## src/hw/rtl/srdp_pkg.sv

```systemverilog
// ----------------------------------------------------------------------------
// srdp_pkg
// Shared types and constants for the sparse row dot product block.
// ----------------------------------------------------------------------------
package srdp_pkg;

   localparam int INDEX_BITS      = 12;
   localparam int VALUE_PORT_BITS = 32;
   localparam int SUM_BITS        = 64;

   localparam logic [SUM_BITS-1:0] SUM_MAX = {1'b0, {(SUM_BITS-1){1'b1}}};
   localparam logic [SUM_BITS-1:0] SUM_MIN = {1'b1, {(SUM_BITS-1){1'b0}}};

   // Request opcodes
   localparam logic OP_LOAD = 1'b0;
   localparam logic OP_TERM = 1'b1;

   // Product of one row term, on its way into the accumulator
   typedef struct packed {
      logic                valid;
      logic                last;
      logic [SUM_BITS-1:0] prod;
   } term_type;

endpackage

```

## src/hw/rtl/srdp_accum.sv

```systemverilog
// ----------------------------------------------------------------------------
// srdp_accum
// Saturating Q32.32 accumulator and result register.
// ----------------------------------------------------------------------------
module srdp_accum (
   input  logic                               clock,
   input  logic                               reset,
   input  srdp_pkg::term_type                 term_in,
   output logic                               hold,
   output logic                               rsp_valid,
   input  logic                               rsp_stall,
   output logic [srdp_pkg::SUM_BITS-1:0]      rsp_sum,
   output logic                               rsp_overflow
);

   import srdp_pkg::*;

   logic [SUM_BITS-1:0] acc_ff, acc_in;
   logic                sat_ff, sat_in;
   logic                rsp_valid_ff, rsp_valid_in;
   logic [SUM_BITS-1:0] rsp_sum_ff, rsp_sum_in;
   logic                rsp_overflow_ff, rsp_overflow_in;

   logic [SUM_BITS:0]   wide_sum;
   logic                clamp;
   logic [SUM_BITS-1:0] sat_sum;
   logic                take;

   // Hold a finished row while the previous result is still waiting
   assign hold = term_in.valid && term_in.last && rsp_valid_ff && rsp_stall;
   assign take = term_in.valid && !hold;

   assign wide_sum = {acc_ff[SUM_BITS-1], acc_ff} + {term_in.prod[SUM_BITS-1], term_in.prod};
   assign clamp    = wide_sum[SUM_BITS] ^ wide_sum[SUM_BITS-1];
   assign sat_sum  = clamp ? (wide_sum[SUM_BITS] ? SUM_MIN : SUM_MAX)
                           : wide_sum[SUM_BITS-1:0];

   always_comb begin
      acc_in          = acc_ff;
      sat_in          = sat_ff;
      rsp_valid_in    = rsp_valid_ff && rsp_stall;
      rsp_sum_in      = rsp_sum_ff;
      rsp_overflow_in = rsp_overflow_ff;
      if (take) begin
         if (term_in.last) begin
            acc_in          = '0;
            sat_in          = 1'b0;
            rsp_valid_in    = 1'b1;
            rsp_sum_in      = sat_sum;
            rsp_overflow_in = sat_ff | clamp;
         end else begin
            acc_in = sat_sum;
            sat_in = sat_ff | clamp;
         end
      end
   end

   always_ff @(posedge clock) begin
      if (reset) begin
         acc_ff       <= '0;
         sat_ff       <= 1'b0;
         rsp_valid_ff <= 1'b0;
      end else begin
         acc_ff       <= acc_in;
         sat_ff       <= sat_in;
         rsp_valid_ff <= rsp_valid_in;
      end
   end

   always_ff @(posedge clock) begin
      rsp_sum_ff      <= rsp_sum_in;
      rsp_overflow_ff <= rsp_overflow_in;
   end

   assign rsp_valid    = rsp_valid_ff;
   assign rsp_sum      = rsp_sum_ff;
   assign rsp_overflow = rsp_overflow_ff;

endmodule

```

## config.mk

```make
export PLATFORM = sky130hd
export DESIGN_NAME = srdp_accum
export DESIGN_NICKNAME = d
export VERILOG_FILES = /design/src/hw/rtl/srdp_pkg.sv /design/src/hw/rtl/srdp_accum.sv
export SDC_FILE = /design/constraint.sdc
export NUM_CORES = 1
export LEC_CHECK = 0
export ABC_AREA = 1
export BUFFER_PORTS_ARGS = -buffer_cell sky130_fd_sc_hd__buf_2
export CAP_MARGIN = 10
export CELL_PAD_IN_SITES_DETAIL_PLACEMENT = 0
export CELL_PAD_IN_SITES_GLOBAL_PLACEMENT = 2
export CORE_ASPECT_RATIO = 0.8
export CORE_MARGIN = 1
export CORE_UTILIZATION = 25
export DETAILED_ROUTE_END_ITERATION = 10
export GPL_TIMING_DRIVEN = 0
export PLACE_DENSITY = 0.73
export SLEW_MARGIN = 20
export SYNTH_ARGS = -nofsm -noshare
export SYNTH_HDL_FRONTEND = slang
export SYNTH_SLANG_ARGS = --single-unit
```

## constraint.sdc

```tcl
create_clock -name clock -period 4.2 [get_ports clock]
set_input_delay 0.63 -clock clock [delete_from_list [all_inputs] [get_ports clock]]
set_output_delay 0.63 -clock clock [all_outputs]
set_load 0.01 [all_outputs]
```

## Word level (Yosys, flattened, before mapping)

Index checks and enable logic that the tools add are counted.

| cells by class | value |
|---|---|
| add/subtract/negate cells | 1 |
| muxes and demuxes | 6 |
| bitwise logic cells | 2 |
| reductions and logical operators | 7 |

Operators by type and width:

| cell | count |
|---|---|
| two-way mux 64 bit | 3 |
| adder 64 x 64 -> 65 bit | 1 |
| logical AND 1 bit | 5 |
| two-way mux 1 bit | 3 |
| AND reduction 2 bit | 1 |
| logical NOT 1 bit | 1 |
| OR 1 bit | 1 |
| XOR 1 bit | 1 |

| storage, ports and cells | value |
|---|---|
| register bits | 131 |
| input bits | 69 |
| output and inout bits | 67 |
| word-level logic and storage cells | 21 |

## Depth between registers and ports, before layout

| depth | value |
|---|---|
| word-level depth | 6 |
| gate-level depth with buffers | 23 |
| mapped depth without buffers | 21 |

## Worst setup path after synthesis

OpenSTA, ideal clock, no wires.

| timing path | value |
|---|---|
| kind | input-to-reg |
| start | input term_in[65] in the netlist's numbering |
| end | register rsp_overflow_ff, in the netlist rsp_overflow (enable) |
| setup time | 0.512 ns |
| arrival | 3.911 ns |
| data required time | 3.688 ns |
| slack | -0.222 ns |
| cell stages on the path | 2 |
| path buffers | 0 |
| path through | nand2_1 a21oi_1 |

| on the way | value |
|---|---|
| word-level cells in the longest chain between the ends | 6 |

Ends and longest elaborated chain:

| item | RTL line | text |
|---|---|---|
| start, declared | srdp_accum.sv:8 | `input srdp_pkg::term_type term_in,` |
| logical AND 1 bit (3 in a row) | srdp_accum.sv:30 | `assign hold = term_in.valid && term_in.last && rsp_valid_ff && rsp_stall;` |
| logical NOT 1 bit | srdp_accum.sv:31 | `assign take = term_in.valid && !hold;` |
| logical AND 1 bit * | srdp_accum.sv:31 |  |
| AND reduction 2 bit (no source line) * | -- |  |
| end signal, assigned | srdp_accum.sv:72 | `rsp_overflow_ff <= rsp_overflow_in;` |
| end, declared | srdp_accum.sv:22 | `logic rsp_overflow_ff, rsp_overflow_in;` |

Mark *: on every way between the ends. The rest lies on a longest branch, timed or not.
A chain may end at the register's enable or synchronous reset.

## Worst setup path after layout

| timing path | value |
|---|---|
| start | register acc_ff[0] |
| end | register acc_ff[60] |

| on the way | value |
|---|---|
| word-level cells in the longest chain between the ends | 4 |
| elaborated cells on any way between the ends | 5 |
| classes of those cells | add/sub (1); mux (3); bitwise (1) |

Ends and longest elaborated chain:

| item | RTL line | text |
|---|---|---|
| start, declared | srdp_accum.sv:18 | `logic [SUM_BITS-1:0] acc_ff, acc_in;` |
| start signal, assigned | srdp_accum.sv:64 | `acc_ff <= acc_in;` |
| adder 64 x 64 -> 65 bit * | srdp_accum.sv:33 | `assign wide_sum = {acc_ff[SUM_BITS-1], acc_ff} + {term_in.prod[SUM_BITS-1], term_in.prod};` |
| two-way mux 64 bit or XOR 1 bit (tied branches) | srdp_accum.sv:35, srdp_accum.sv:34 |  |
| two-way mux 64 bit * | srdp_accum.sv:35 | `assign sat_sum = clamp ? (wide_sum[SUM_BITS] ? SUM_MIN : SUM_MAX)` |
| net sat_sum[60] | srdp_accum.sv:26 | `logic [SUM_BITS-1:0] sat_sum;` |
| two-way mux 64 bit * | srdp_accum.sv:45 | `if (term_in.last) begin` |

The timed path passes the listed nets; every way through them passes the cells marked *.

==> flow_summary.ini <==
[run_status]
status = complete, no violations

[setup_path]
crit_buf_inv = 2
worstSetupPathDepth = 16
path_cells = ha_1, inv_1, fa_1, inv_1, nand3_1, nand2_1, nand2_1, nand2_1, a21oi_1, o21ai_1, nand2_1, nand3_1, nand2_1, o21ai_4, nand2_1, a21oi_1
worst_setup_path_end_kind = flip-flop
critPathLaunch = acc_ff[0]$_SDFFE_PP0P_
critPathMaxStageDelay_ns = 0.64
required_ns = 4.59
reg2reg_slack_ns = 0.68
cp_top_family = simple AND/OR/NAND/NOR gates
critPathMostFrequentCell = nand2_1
timing.rr.end = acc_ff[60]$_SDFFE_PP0P_
reg2reg_from = acc_ff[0]$_SDFFE_PP0P_
critPathSlowestCell = o21ai_1
arrival_ns = 3.91
reg2regPathDepth = 16
worstSetupEndpoint = acc_ff[60]$_SDFFE_PP0P_
start_kind = flip-flop
worstSetupPathType = reg2reg
cp_max_fo = 4

[synthesis]
syn_avg_cell_area_sq_um = 6.70
seq_area_frac_synth_pct = 31.5
synth_cells = 1552
synthFlopType = dfxtp_1
synthDistinctLibCells = 40
synthesis.area_sq_mm = 0.0104
async_flop_share_pct = 0
ys.warnings.count = 0
synth_edf_count = 65
ys_ff_latch = 131
syn_nets = 1686

[sta]
rsz0062_at_grt = false
finClkSkew_ns = 0.0108
worst_pin_slew_ns = 0.931
tns_ns = 0
hold_ws_ns = 0.469
period_share_pct = 83.8
finalCriticalPeriod_ns = 3.52
hold_violations = 0
slew_headroom_pct = 38.0
finalSetupViolCount = 0
max_freq_mhz = 284
final_max_slew_viol_count = 0
setup_ws_ns = 0.682

[clock_tree]
insertion_delay_ns = 0.46
cts_setup_buffers = 0
cts_resized = 0
clk_pin_slew_ns = 0.06
cts_tree = done
cts_buffers = 17
hold_buffers = 0
clock_sinks = 131
cts_max_level = 4
cts.path.max_buffers = 2
cts_root_buf = clkbuf_16

[route]
vias = 10121
drtIter0Drc = 716
antenna_left = 0
wl_per_cell_microns = 17.5
viasPerCell = 4.47
wl_mm = 39.6
drc = 0
dr.pass1.iters = 6

[power]
cellLeakagePower_nw = 6.02
powerDensity_mw_per_mm2 = 359
ir_drop_mv = 0.211

[run]
drv_cap = 0

[floorplan]
coreArea_sq_mm = 0.0408
die-area_sq_mm = 0.0424
die-height_microns = 184
placement_rows = 66
die_x_microns = 230
initial_utilization_pct = 25.5
ioPinCount = 136

[hold_path]
hold_start = acc_ff[47]$_SDFFE_PP0P_
hold_path_class = reg2reg

[final_layout]
areaGrowthSynthToFinish_pct = 19.4
drive_above_1_share_pct = 17.3
n_fill_cell = 4621
nNetsFinal = 1843
final_common_cell = nand2_1
layout_common_cells = nand2_1 (596), inv_1 (182), buf_2 (139)
diodes = 0

[grt]
grt_usage_pct = 19.0
grt_max_degree = 22
grt_pass1_wl_mm = 59.0
grt_pass1_vias = 9631
antenna_found_initial = 0
grt.overflow.total = 0

[placement]
pre_cts_ws_ns = 0.402
gp_congestion = 0.914
dp_hpwl_mm = 33.6
port_buffers = 134
[routing by layer]
layer | track usage, % | vias to the layer above | wire length (microns)
met5 | 0 | - | 0
met4 | 4.74 | 0 | 633
met3 | 3.70 | 25 | 2080
met2 | 27.0 | 248 | 15800
met1 | 28.8 | 4602 | 21100
li1 | - | 5246 | -
[worst min-delay path, cell delays in order, from the launching register on]
cell and delay, ns:
dfxtp_1 0.31, nand2_1 0.06, a21oi_1 0.05
[state kept, by name (all words and copies together) (netlist names)]
signal	cells
rsp_overflow	1
rsp_valid	1
acc_ff	64
rsp_sum	64
sat_ff	1
[cells in the mapped netlist (all sizes together) (14+ instances only)]
library cell	count	area, sq um
nand3	51	255
a21oi	143	768
o21ai	46	365
nand2	652	2610
edfxtp	65	1950
o21bai	23	173
nor3	18	105
xor2	28	245
ha	64	801
nor2	132	539
inv	191	717
buf	16	163
nand3b	14	109
clkbuf	15	56.3
dfxtp	66	1320
[worst min-delay path by stage]
stage	slack, ns	cells after the start	endpoint
after floorplan	0.45	2	acc_ff[41]$_SDFFE_PP0P_
after global placement	0.46	2	acc_ff[45]$_SDFFE_PP0P_
after detailed placement	0.46	2	acc_ff[49]$_SDFFE_PP0P_
after CTS	0.46	3	rsp_valid$_SDFF_PP0_
after global routing	0.49	3	rsp_valid$_SDFF_PP0_
final	0.47	2	acc_ff[47]$_SDFFE_PP0P_
[kinds of logic after synthesis]
| kind of cell | Yosys count | synth area share [%] |
|---|---|---|
| xor gates and xnor gates | 37 | 3.12 |
| DFF | 131 | 31.5 |
| adders and majority gates | 65 | 7.90 |
| AOI/OAI and AO/OA | 217 | 12.9 |
| buffers and inverters | 222 | 9.00 |
| and+or+nand+nor | 880 | 35.6 |
[power breakdown]
group	internal, W	switching, W	total [W]
registers	0.00150	0.0000395	0.00154
logic	0.000488	0.000977	0.00146
clock network	0.000887	0.000563	0.00145
[metrics by stage]
stage	total power, W	instance area (sq um)	cells	util, %
finish	0.00445	12400	2263	30.4
global route	0.00473	12400	2263	30.4
CTS	0.00451	12400	2263	30.4
detailed placement	0.00303	11900	2234	29.1
global placement	0.00302	11800	2230	28.8
floorplan	0.00255	10400	1552	-
[final cells by class]
class / count / area [sq um] / area share [%]
Clock inverter: 6 / 81.3 / 0.656
Sequential cell: 131 / 3270 / 26.4
Buffer: 31 / 219 / 1.76
Timing Repair Buffer: 138 / 768 / 6.19
Tap cell: 544 / 681 / 5.49
Multi-Input combinational cell: 1199 / 6200 / 50.0
Inverter: 191 / 717 / 5.78
Clock buffer: 23 / 468 / 3.77
Power figures use the tool's default switching activity.
